--- config.mk ---
export PLATFORM = sky130hd
export DESIGN_NAME = quoted_or_length_field_splitter
export DESIGN_NICKNAME = d
export VERILOG_FILES = /design/src/hdl/qofs_pkg.sv /design/src/hdl/qofs_parse.sv /design/src/hdl/qofs_resq.sv /design/src/hdl/quoted_or_length_field_splitter.sv
export VERILOG_INCLUDE_DIRS = /design/src /design/src/hdl
export SDC_FILE = /design/constraint.sdc
export NUM_CORES = 1
export LEC_CHECK = 0
export BUFFER_PORTS_ARGS = -buffer_cell sky130_fd_sc_hd__buf_2
export CORE_ASPECT_RATIO = 1.1
export CORE_MARGIN = 2
export CORE_UTILIZATION = 55
export DETAILED_ROUTE_END_ITERATION = 6
export HOLD_SLACK_MARGIN = 0.02
export PLACE_DENSITY_LB_ADDON = 0.08
export SYNTH_ARGS = -nofsm -noshare
export SYNTH_HDL_FRONTEND = slang
export SYNTH_SLANG_ARGS = --single-unit
--- constraint.sdc ---
create_clock -name i_clk -period 13.05 [get_ports i_clk]
set_input_delay 3.915 -clock i_clk [delete_from_list [all_inputs] [get_ports i_clk]]
set_output_delay 3.915 -clock i_clk [all_outputs]
set_load 0.01 [all_outputs]
--- src/hdl/quoted_or_length_field_splitter_assert.svh ---
// Assertion macros for the field splitter. Each check is sampled on the rising
// clock and is switched off while reset is asserted.
`ifndef QUOTED_OR_LENGTH_FIELD_SPLITTER_ASSERT_SVH
`define QUOTED_OR_LENGTH_FIELD_SPLITTER_ASSERT_SVH
`ifndef SYNTH
`define QOFS_ASSERT(lbl, clk, rstn, prop, msg) \
    lbl: assert property (@(posedge clk) disable iff (!(rstn)) (prop)) else $error(msg);
`define QOFS_NEVER(lbl, clk, rstn, expr, msg) \
    `QOFS_ASSERT(lbl, clk, rstn, !(expr), msg)
`else
`define QOFS_ASSERT(lbl, clk, rstn, prop, msg)
`define QOFS_NEVER(lbl, clk, rstn, expr, msg)
`endif
`endif

--- src/hdl/qofs_pkg.sv ---
package qofs_pkg;

    localparam int BYTE_W   = 8;
    localparam int KIND_W   = 2;
    localparam int IDX_W    = 6;
    localparam int CNT_W    = 7;
    localparam int REM_W    = 10;
    localparam int PROD_W   = 14;

    localparam int DEF_MAX_LEN         = 512;
    localparam int DEF_MAX_FIELD_LIMIT = 64;

    localparam logic [CNT_W-1:0]  MAX_FIELDS_RESET = 7'd20;
    localparam logic [BYTE_W-1:0] TICK             = 8'h60;

    localparam logic [KIND_W-1:0] KIND_PAYLOAD = 2'd0;
    localparam logic [KIND_W-1:0] KIND_END     = 2'd1;
    localparam logic [KIND_W-1:0] KIND_DONE    = 2'd2;

    // Result queue: three words per byte at most, so four entries keep
    // one byte per cycle flowing while bytes give one word and none stall.
    localparam int Q_DEPTH = 4;
    localparam int Q_PTR_W = 2;
    localparam int Q_CNT_W = 3;

    typedef struct packed {
        logic [KIND_W-1:0] kind;
        logic [BYTE_W-1:0] data;
        logic [IDX_W-1:0]  field_index;
        logic [CNT_W-1:0]  field_count;
        logic              malformed;
        logic              last_of_run;
    } t_result;

    // Words caused by one byte, in output order: payload, field end, done.
    typedef struct packed {
        logic              pay;
        logic              fend;
        logic              done;
        logic [BYTE_W-1:0] data;
        logic [IDX_W-1:0]  idx;
        logic [CNT_W-1:0]  count;
        logic              mal;
    } t_res_set;

    typedef struct packed {
        logic [Q_CNT_W-1:0] count;
        logic               room;
    } t_q_status;

endpackage

--- src/hdl/qofs_parse.sv ---
module qofs_parse
    import qofs_pkg::*;
#(
    parameter int MAX_LEN = DEF_MAX_LEN
) (
    input  logic              i_clk,
    input  logic              i_rst_n,
    input  logic              i_en,
    input  logic [BYTE_W-1:0] i_byte,
    input  logic              i_last,
    input  logic [CNT_W-1:0]  i_max_fields,
    output t_res_set          o_set,
    output logic [CNT_W-1:0]  o_fields_done
);

    localparam logic [2:0] M_START   = 3'd0;
    localparam logic [2:0] M_QBODY   = 3'd1;
    localparam logic [2:0] M_DIGITS  = 3'd2;
    localparam logic [2:0] M_DIGSTOP = 3'd3;
    localparam logic [2:0] M_LBODY   = 3'd4;
    localparam logic [2:0] M_SEP     = 3'd5;

    localparam logic [PROD_W-1:0] MaxLenP = PROD_W'(MAX_LEN);

    logic [2:0]        r_mode, n_mode;
    logic [REM_W-1:0]  r_rem, n_rem;
    logic [CNT_W-1:0]  r_fd, n_fd;

    logic              active;
    logic              digit;
    logic              is_tick;
    logic [3:0]        dval;
    logic [PROD_W-1:0] prod;
    logic [REM_W-1:0]  rem_dec;
    logic              pay, fend, mal;
    logic [CNT_W-1:0]  done_count;

    always_comb begin
        active  = r_fd < i_max_fields;
        digit   = i_byte inside {[8'h30:8'h39]};
        is_tick = i_byte == TICK;
        dval    = i_byte[3:0];
        prod    = PROD_W'({r_rem, 3'b000}) + PROD_W'({r_rem, 1'b0}) + PROD_W'(dval);
        rem_dec = (r_rem != '0) ? REM_W'(r_rem - 1'b1) : '0;

        n_mode = r_mode;
        n_rem  = r_rem;
        n_fd   = r_fd;
        pay    = 1'b0;
        fend   = 1'b0;
        mal    = 1'b0;

        if (active) begin
            case (r_mode)
                M_QBODY: begin
                    if (is_tick) begin
                        fend   = 1'b1;
                        n_fd   = CNT_W'(r_fd + 1'b1);
                        n_mode = M_START;
                    end else begin
                        pay = 1'b1;
                    end
                end
                M_DIGITS, M_DIGSTOP: begin
                    if (is_tick) begin
                        if (r_rem == '0) begin
                            fend   = 1'b1;
                            n_fd   = CNT_W'(r_fd + 1'b1);
                            n_mode = M_SEP;
                        end else begin
                            n_mode = M_LBODY;
                        end
                    end else if (r_mode == M_DIGITS && digit) begin
                        n_rem = (prod > MaxLenP) ? MaxLenP[REM_W-1:0] : prod[REM_W-1:0];
                    end else begin
                        n_mode = M_DIGSTOP;
                    end
                end
                M_LBODY: begin
                    pay   = 1'b1;
                    n_rem = rem_dec;
                    if (rem_dec == '0) begin
                        fend   = 1'b1;
                        n_fd   = CNT_W'(r_fd + 1'b1);
                        n_mode = M_SEP;
                    end
                end
                M_SEP: begin
                    n_mode = M_START;
                end
                default: begin
                    if (is_tick) begin
                        n_mode = M_QBODY;
                    end else if (digit) begin
                        n_rem  = REM_W'(dval);
                        n_mode = M_DIGITS;
                    end else begin
                        n_rem  = '0;
                        n_mode = M_DIGSTOP;
                    end
                end
            endcase
        end

        // On the last byte a field still open in its body is closed and counted,
        // while one still in its length prefix is dropped and flagged.
        if (i_last && active) begin
            if (n_mode == M_QBODY || n_mode == M_LBODY) begin
                fend = 1'b1;
                n_fd = CNT_W'(n_fd + 1'b1);
            end else if (n_mode == M_DIGITS || n_mode == M_DIGSTOP) begin
                mal = 1'b1;
            end
        end
        done_count = n_fd;
        if (i_last) begin
            n_mode = M_START;
            n_rem  = '0;
            n_fd   = '0;
        end
    end

    always_ff @(posedge i_clk) begin
        if (!i_rst_n) begin
            r_mode <= M_START;
            r_rem  <= '0;
            r_fd   <= '0;
        end else if (i_en) begin
            r_mode <= n_mode;
            r_rem  <= n_rem;
            r_fd   <= n_fd;
        end
    end

    assign o_set.pay   = pay;
    assign o_set.fend  = fend;
    assign o_set.done  = i_last;
    assign o_set.data  = i_byte;
    assign o_set.idx   = r_fd[IDX_W-1:0];
    assign o_set.count = done_count;
    assign o_set.mal   = mal;

    assign o_fields_done = r_fd;

endmodule

--- src/hdl/qofs_resq.sv ---
module qofs_resq
    import qofs_pkg::*;
(
    input  logic      i_clk,
    input  logic      i_rst_n,
    input  logic      i_push,
    input  t_res_set  i_set,
    input  logic      i_stall,
    output logic      o_valid,
    output t_result   o_result,
    output t_q_status o_status
);

    t_result            r_mem [Q_DEPTH];
    logic [Q_PTR_W-1:0] r_wr, r_rd;
    logic [Q_CNT_W-1:0] r_count;

    t_result            res_p, res_e, res_d;
    logic [Q_PTR_W-1:0] off_e, off_d, n_push;
    logic               pop;

    always_comb begin
        res_p = '{kind: KIND_PAYLOAD, data: i_set.data, field_index: i_set.idx,
                  field_count: '0, malformed: 1'b0,
                  last_of_run: !i_set.fend && !i_set.done};
        res_e = '{kind: KIND_END, data: '0, field_index: i_set.idx,
                  field_count: '0, malformed: 1'b0, last_of_run: !i_set.done};
        res_d = '{kind: KIND_DONE, data: '0, field_index: '0,
                  field_count: i_set.count, malformed: i_set.mal, last_of_run: 1'b1};
        off_e  = Q_PTR_W'(i_set.pay);
        off_d  = Q_PTR_W'(i_set.pay) + Q_PTR_W'(i_set.fend);
        n_push = off_d + Q_PTR_W'(i_set.done);
        pop    = (r_count != '0) && !i_stall;
    end

    always_ff @(posedge i_clk) begin
        if (i_push) begin
            if (i_set.pay) begin
                r_mem[r_wr] <= res_p;
            end
            if (i_set.fend) begin
                r_mem[Q_PTR_W'(r_wr + off_e)] <= res_e;
            end
            if (i_set.done) begin
                r_mem[Q_PTR_W'(r_wr + off_d)] <= res_d;
            end
        end
    end

    always_ff @(posedge i_clk) begin
        if (!i_rst_n) begin
            r_wr    <= '0;
            r_rd    <= '0;
            r_count <= '0;
        end else begin
            if (i_push) begin
                r_wr <= Q_PTR_W'(r_wr + n_push);
            end
            if (pop) begin
                r_rd <= Q_PTR_W'(r_rd + 1'b1);
            end
            r_count <= Q_CNT_W'(r_count + (i_push ? Q_CNT_W'(n_push) : '0)
                                - Q_CNT_W'(pop));
        end
    end

    assign o_valid         = r_count != '0;
    assign o_result        = r_mem[r_rd];
    assign o_status.count  = r_count;
    assign o_status.room   = r_count <= Q_CNT_W'(Q_DEPTH - 3);

endmodule

--- src/hdl/quoted_or_length_field_splitter.sv ---
// Field splitter for a byte stream in which fields are either quoted with
// backticks or carry a decimal length prefix, a backtick and that many bytes.
// Input channel: i_valid / o_stall with i_byte_in and i_is_last; one word is
// one character, and the word with i_is_last high ends the stream.
// Output channel: o_valid / i_stall; each word is one result: a payload byte,
// a field end, or the done word with the field count and malformed flag.
// o_last_of_run marks the final word caused by one input character.
// Configuration: i_cfg_valid / o_cfg_ready writes max_fields; ready is always
// high; the user must make writes only while the block is idle (unchecked).
// The first result of a character is offered after it has passed the input
// register and then been written to the result queue.
// Throughput: one character per cycle while each gives at most one result and
// the receiver does not stall; a character that gives two or three results
// holds the input while the single output port of the result queue drains them.
// When the receiver stalls, the queue fills and o_stall rises on the input.
// Reset clears the parser to field start with no fields counted, empties the
// queue and sets max_fields to 20.
`include "quoted_or_length_field_splitter_assert.svh"

module quoted_or_length_field_splitter
    import qofs_pkg::*;
#(
    parameter int MAX_LEN         = DEF_MAX_LEN,
    parameter int MAX_FIELD_LIMIT = DEF_MAX_FIELD_LIMIT
) (
    input  logic              i_clk,
    input  logic              i_rst_n,

    input  logic              i_valid,
    output logic              o_stall,
    input  logic [BYTE_W-1:0] i_byte_in,
    input  logic              i_is_last,

    output logic              o_valid,
    input  logic              i_stall,
    output logic [KIND_W-1:0] o_kind,
    output logic [BYTE_W-1:0] o_data,
    output logic [IDX_W-1:0]  o_field_index,
    output logic [CNT_W-1:0]  o_field_count,
    output logic              o_malformed,
    output logic              o_last_of_run,

    input  logic              i_cfg_valid,
    output logic              o_cfg_ready,
    input  logic [CNT_W-1:0]  i_cfg_data
);

    localparam logic [CNT_W-1:0] FieldLimit = CNT_W'(MAX_FIELD_LIMIT);

    // Input register: holds one character until the queue has room for
    // every result it can cause.
    logic              r_in_valid;
    logic [BYTE_W-1:0] r_in_byte;
    logic              r_in_last;
    logic [CNT_W-1:0]  r_max_fields;
    logic [CNT_W-1:0]  n_max_fields;

    logic              load;
    logic              consume;
    t_res_set          set;
    t_result           result;
    t_q_status         q_status;
    logic [CNT_W-1:0]  fields_done;

    assign consume = r_in_valid && q_status.room;
    assign o_stall = r_in_valid && !q_status.room;
    assign load    = i_valid && !o_stall;

    always_ff @(posedge i_clk) begin
        if (!i_rst_n) begin
            r_in_valid <= 1'b0;
        end else if (load) begin
            r_in_valid <= 1'b1;
        end else if (consume) begin
            r_in_valid <= 1'b0;
        end
    end

    always_ff @(posedge i_clk) begin
        if (load) begin
            r_in_byte <= i_byte_in;
            r_in_last <= i_is_last;
        end
    end

    // A written count of zero becomes one, and counts beyond the limit clamp.
    always_comb begin
        n_max_fields = i_cfg_data;
        if (i_cfg_data == '0) begin
            n_max_fields = CNT_W'(1);
        end else if (i_cfg_data > FieldLimit) begin
            n_max_fields = FieldLimit;
        end
    end

    assign o_cfg_ready = 1'b1;

    always_ff @(posedge i_clk) begin
        if (!i_rst_n) begin
            r_max_fields <= MAX_FIELDS_RESET;
        end else if (i_cfg_valid && o_cfg_ready) begin
            r_max_fields <= n_max_fields;
        end
    end

    qofs_parse #(
        .MAX_LEN (MAX_LEN)
    ) u_parse (
        .i_clk         (i_clk),
        .i_rst_n       (i_rst_n),
        .i_en          (consume),
        .i_byte        (r_in_byte),
        .i_last        (r_in_last),
        .i_max_fields  (r_max_fields),
        .o_set         (set),
        .o_fields_done (fields_done)
    );

    qofs_resq u_resq (
        .i_clk    (i_clk),
        .i_rst_n  (i_rst_n),
        .i_push   (consume),
        .i_set    (set),
        .i_stall  (i_stall),
        .o_valid  (o_valid),
        .o_result (result),
        .o_status (q_status)
    );

    assign o_kind        = result.kind;
    assign o_data        = result.data;
    assign o_field_index = result.field_index;
    assign o_field_count = result.field_count;
    assign o_malformed   = result.malformed;
    assign o_last_of_run = result.last_of_run;

    // The stored field limit never leaves its legal range.
    `QOFS_NEVER(a_max_fields_range, i_clk, i_rst_n,
        r_max_fields == '0 || r_max_fields > FieldLimit, "max_fields out of range")
    // A character that ends the stream leaves the parser with no fields counted.
    `QOFS_ASSERT(a_last_clears, i_clk, i_rst_n,
        consume && r_in_last |=> fields_done == '0, "field count kept after last byte")
    // With nothing queued and nothing pushed, no result can appear.
    `QOFS_ASSERT(a_no_phantom, i_clk, i_rst_n,
        !o_valid && !consume |=> !o_valid, "result appeared without a character")

endmodule

==> results of run 1 <==
## final cells by class
type	instances	area, um2
clock buffer	22	497
fill	1235	5360
tap	192	240
sequential	146	3330
inverter	33	124
timing repair buffer	55	295
clock inverter	10	85.1
multi-input combinational	661	4630
## flip-flops by register name, summed over array words and instances, names as in the netlist, named ones only
signal	cells
r_in_byte	8
r_in_last	1
r_in_valid	1
r_max_fields	7
u_parse.o_fields_done	7
u_parse.r_mode	3
u_parse.r_rem	10
u_resq.r_count	3
u_resq.r_mem	100
u_resq.r_rd	2
u_resq.r_wr	2
## cell usage in the layout, fill, tap and decap left out, drive strengths merged, types with 12 or more instances in the layout
cell    instances
a21oi          98
and2           14
nor2           57
buf            55
nand2         122
nand3          44
mux4           25
inv            38
ha             35
xnor2          13
dfxtp         105
edfxtp         41
nor2b          12
nor3           21
clkbuf         22
o21ai          58
## cell usage after synthesis, drive strengths merged (8+ instances only)
cell	n	area, um2
nand2	122	458
dfxtp	105	2100
a21oi	98	490
o21ai	58	290
nor2	57	221
nand3	44	225
edfxtp	41	1230
clkbuf	38	144
ha	35	438
inv	33	124
mux4	25	563
nor3	21	105
and2	14	87.6
xnor2	13	114
nor2b	12	75.1
a21o	9	67.6
nand4	9	56.3
nor3b	8	81.3
o22ai	8	56.3
## report_power, final
group	internal [mW]	switching (mW)	total (mW)
Clock	0.275	0.206	0.481
Sequential	0.506	0.0306	0.537
Combinational	0.119	0.157	0.276
Total	0.900	0.394	1.29
## layer usage
| metal | wire [um] | global-route usage | up-vias |
|---|---|---|---|
| met3 | 1410 | 0.0591 | 37 |
| met5 | 0 | 0 | - |
| met2 | 10800 | 0.472 | 271 |
| met1 | 9110 | 0.369 | 3415 |
| li1 | - | - | 3317 |
| met4 | 478 | 0.105 | 0 |
## logic make-up after synthesis
logic type	count (synthesis)	synth area share
compound gates	238	0.193
xor+xnor	20	0.0221
fa+ha+maj	39	0.0627
buf+inv	78	0.0373
flops	146	0.404
mux	33	0.0797
other cells	1	0.000454
simple gates	330	0.201
## final timing paths
check,start,end,depth (start not counted)
hold reg to reg,u_resq.r_mem[0][24],u_resq.r_mem[0][24],1
setup / recovery,register,o_field_index[5],3
hold / removal,u_resq.r_mem[0][24],u_resq.r_mem[0][24],1
setup reg to reg,u_parse.r_rem[0],u_resq.r_mem[3][2],15
## critical path: cells and delay by family, from the launching register on
kind	cells	cell delay, ns
flops	1	0.31
mux	1	0.59
buf+inv	2	0.54
## through the flow
stage | cells | power, mW | util
6_report | 1119 | 1.29 | 0.632
5_1_grt | 1119 | 1.35 | 0.632
2_1_floorplan | 885 | 0.739 | -
3_3_place_gp | 1087 | 0.812 | 0.592
4_1_cts | 1119 | 1.30 | 0.632
3_5_place_dp | 1087 | 0.821 | 0.592
==> metrics.md, run 1 <==
| Metric | Value |
|---|---|
| Worst Max-Slew Pin Slew | 1.32 ns |
| Pin count of the biggest net entering global routing | 39 |
| Highest cell delay on the worst timing path | 0.59 ns |
| MaxCap Viol Count | 0 |
| Critical Path Source Type | register |
| Drt initial violations | 684 |
| Main synth FF type | dfxtp_1 |
| Final Hold Fails | 0 |
| Fmax | 172 MHz |
| Fraction of registers with async set/reset | 0 |
| Max Slew Vio Count | 0 |
| Crit path max fanout | 25 |
| Hold Buf Count CTS | 0 |
| Fin area | 9200 um2 |
| CP endpoint kind | primary output |
| Die span in y | 133 um |
| Distinct cells, synth | 85 |
| Setup slack, reg-to-reg | 7.64 ns |
| Post-Place Worst Slack | 7.47 ns |
| Slowest CP cell | mux4_2 |
| Port bufs | 47 |
| Leak | 3.47 nW |
| Synth Cell Area | 8260 um2 |
| Clock root buffer | clkbuf_16 |
| Slew headroom | 0.116 |
| Grt ovf | 0 |
| Net Count, Synth | 945 |
| Drt drc | 0 |
| Post_cts resized | 0 |
| Via count | 7040 |
| Worst vdd ir | 0.0787 mV |
| Initial Util | 0.567 |
| Final period utilization | 0.446 |
| Initial antenna violation count | 0 |
| Worst Skew | 0.0171 ns |
| Post-Route WL | 21800 um |
| First-pass detailed-route iteration total | 6 |
| Final setup margin | 7.23 ns |
| Outcome | completed |
| EDFF count, synth | 41 |
| Final nets | 974 |
| Sequential area share after synthesis | 0.404 |
| Clk slew on worst S/H paths | 0.06 ns |
| Post-synthesis register bit count | 146 |
| Clock tree sinks | 146 |
| Maximum buffer depth of the clock tree | 2 |
| Setup TNS | 0 ns |
| Critical Path RT | 9.13 ns |
| YS warnings | 0 |
| Die area | 16000 um2 |
| Worst hold slack | 0.452 ns |
| P&R area growth vs syn | 11.5% |
| Num CTS Buffers | 17 |
| Share of post-route cells with drive strength above 1 | 0.157 |
| PwrDens | 141 nW/um2 |
| Cells after synthesis | 885 |
| Vias/cell | 6.29 |
| # setup viols final | 0 |
| Worst Setup Path Type | reg2out |
| Post-DP HPWL | 15300 um |
| Critical Path AT | 1.91 ns |
| ANT cells | 0 |
| Global-route wire length before repair | 36100 um |
| Placed Area | 8620 um2 |
| H-tree lvl count | 4 |
| RD Place Congestion | 0.883 |
| WL per Instance | 19.5 um |
| Die Wd | 121 um |
| Final ANT Viol Nets | 0 |
| Syn avg cell area | 9.33 um2 |
| Post-CTS Setup Inserts | 0 |
| Crit path time final | 5.82 ns |
| Tot GR Track Use | 0.286 |
| Row cnt | 46 |
| Top Ports | 49 |
| Clk_lat worst skew | 0.44 ns |
| Worst hold path class | reg2reg |
| Number of global-route vias before repair | 6979 |
| CTS tree | done |
| Core Region | 14600 um2 |
| RSZ-0062 raised after global routing | false |
| Crit-path cells | buf_4 > mux4_2 > buf_2 |
No activity file was read; power rests on OpenSTA's default activity.
==> run 2: changes to the inputs <==
Clock period 13.05 ns to 5.45 ns, I/O delays scaled along.
==> run 2 against run 1 <==
  * Clock power rose to 2.6 times the previous value
  * Combinational power grew 140%
  * Global-route usage is essentially flat
  * Sequential power increased by 140%
  * Critical path type is now reg2reg
==> metrics.md, run 2 (same netlist as run 1, synthesis figures left out) <==
| Metric | Value |
|---|---|
| Multi-input logic area | 4640 um2 |
| Outcome | completed |
| Clock root buffer | clkbuf_16 |
| Final ANT Viol Nets | 0 |
| Fmax | 207 MHz |
| Crit-path cells | inv_1 > ha_1 > or2_0 > a221o_1 > nand3b_1 > a32oi_1 > o22ai_2 > mux2i_4 > nand2_1 > ha_1 > ha_1 > xnor2_1 > xnor2_1 > nand4_1 > buf_4 > nand2_1 > a21oi_1 |
| Core Region | 14600 um2 |
| # setup viols final | 0 |
| Hold Buf Count CTS | 0 |
| Setup TNS | 0 ns |
| Number of global-route vias before repair | 6906 |
| Vias/cell | 6.28 |
| Crit path time final | 4.82 ns |
| MaxCap Viol Count | 0 |
| Global-route wire length before repair | 36000 um |
| Largest Register | u_resq.r_mem |
| Final nets | 989 |
| CP endpoint kind | register |
| Initial Util | 0.567 |
| P&R area growth vs syn | 13.5% |
| ANT cells | 0 |
| Highest cell delay on the worst timing path | 0.49 ns |
| Most Frequent Cell on Critical Path | ha_1 |
| Die area | 16000 um2 |
| Commonest non-fill, non-tap cell in the layout | nand2_1 |
| Placed cells | 1099 |
| Top Ports | 49 |
| Row cnt | 46 |
| Slowest CP cell | dfxtp_1 |
| Clk slew on worst S/H paths | 0.07 ns |
| Tot GR Track Use | 0.286 |
| Final Hold Fails | 0 |
| Worst Max-Slew Pin Slew | 1.18 ns |
| H-tree lvl count | 4 |
| Clk_lat worst skew | 0.43 ns |
| Num CTS Buffers | 17 |
| Final core occ | 0.643 |
| Max Slew Vio Count | 0 |
| Most frequent cells in the layout | nand2_1 (122), dfxtp_1 (105), a21oi_1 (98) |
| Maximum buffer depth of the clock tree | 2 |
| Placed Area | 8720 um2 |
| Worst Setup Path Type | reg2reg |
| PwrDens | 342 nW/um2 |
| Port bufs | 47 |
| Critical Path Source Type | register |
| Final period utilization | 0.885 |
| Clock tree sinks | 146 |
| RSZ-0062 raised after global routing | false |
| Die span in y | 133 um |
| Drt drc | 0 |
| Leak | 3.56 nW |
| Slew headroom | 0.208 |
| Die Wd | 121 um |
| Via count | 7122 |
| Fin area | 9370 um2 |
| Register area | 3330 um2 |
| Share of post-route cells with drive strength above 1 | 0.171 |
| Critical Path AT | 5.12 ns |
| First-pass detailed-route iteration total | 6 |
| Worst Skew | 0.0103 ns |
| Critical Path RT | 5.74 ns |
| Initial antenna violation count | 0 |
| CTS tree | done |
| Top Registers | u_resq.r_mem: 100 flops, u_parse.r_rem: 10 flops, r_in_byte: 8 flops |
| Worst hold path class | reg2reg |
| Drt initial violations | 660 |
| Fill count | 1192 |
| Largest register FFs | 100 |
| Grt ovf | 0 |
| Worst vdd ir | 0.247 mV |
| WL per Instance | 19.5 um |
| Pin count of the biggest net entering global routing | 39 |
| Crit path max fanout | 9 |
| RD Place Congestion | 0.921 |
| Post-DP HPWL | 15500 um |
| Fin cells | 1134 |
| Post-Route WL | 22100 um |
## run 2: cell types whose count changed in the layout (fill, tap and decap cells not counted), sizes merged
cell	before	now
clkinv	4	5
clkbuf	22	19
buf	55	70
bufinv	0	3
inv	38	37
## run 2: final timing paths
path                        from  slack [ns]  cells past startpoint                   to
min reg2reg  u_resq.r_mem[3][20]        0.45                      2  u_resq.r_mem[3][20]
max reg2reg     u_parse.r_rem[0]        0.63                     17  u_resq.r_mem[1][20]
min          u_resq.r_mem[3][20]        0.45                      2  u_resq.r_mem[3][20]
max             u_parse.r_rem[0]        0.63                     17  u_resq.r_mem[1][20]
## run 2: stage by stage
| stage | total power [mW] | hold slack [ns] | setup WS [ns] |
|---|---|---|---|
| after global routing | 3.34 | 0.475 | 0.263 |
| after detailed placement | 1.98 | 0.441 | 0.321 |
| after floorplan | 1.77 | 0.421 | 0.916 |
| final | 3.21 | 0.455 | 0.626 |
| after global placement | 1.96 | 0.436 | 0.638 |
| after CTS | 3.22 | 0.456 | 0.330 |
## run 2: metal layers
layer	up-vias	track usage	wire length (um)
met5	-	0	0
met4	0	0.0885	447
met3	52	0.0694	1500
met2	317	0.486	11100
met1	3417	0.357	9090
li1	3336	-	-
## run 2: layout make-up
class,count,area share
Clock buffer,19,0.0485
Clock inverter,13,0.0184
Inverter,33,0.0132
Multi-Input combinational cell,661,0.495
Sequential cell,146,0.356
Tap cell,192,0.0256
Timing Repair Buffer,70,0.0435
## run 2: worst max-delay path: cells and delay by family, from the launching register on
family | cells | cell delay [ns]
buffers and inverters | 2 | 0.40
adder cells (fa/ha/maj) | 3 | 0.83
multiplexers | 1 | 0.36
AO/OA/AOI/OAI | 4 | 1.04
XOR/XNOR | 2 | 0.49
AND/OR/NAND/NOR | 5 | 1.05
flip-flops | 1 | 0.49
## run 2: what timing repair did
item / in CTS / in global routing
resized for setup: 0 / 0
setup endpoints to repair: 0 / 16
buffers inserted: 0 / 3
## run 2: power by group
| group | internal [mW] | leakage (nW) | total, mW | switching, mW |
|---|---|---|---|---|
| clock | 0.756 | 0.305 | 1.24 | 0.487 |
| combinational | 0.298 | 2.04 | 0.657 | 0.359 |
| sequential | 1.21 | 1.22 | 1.31 | 0.0974 |
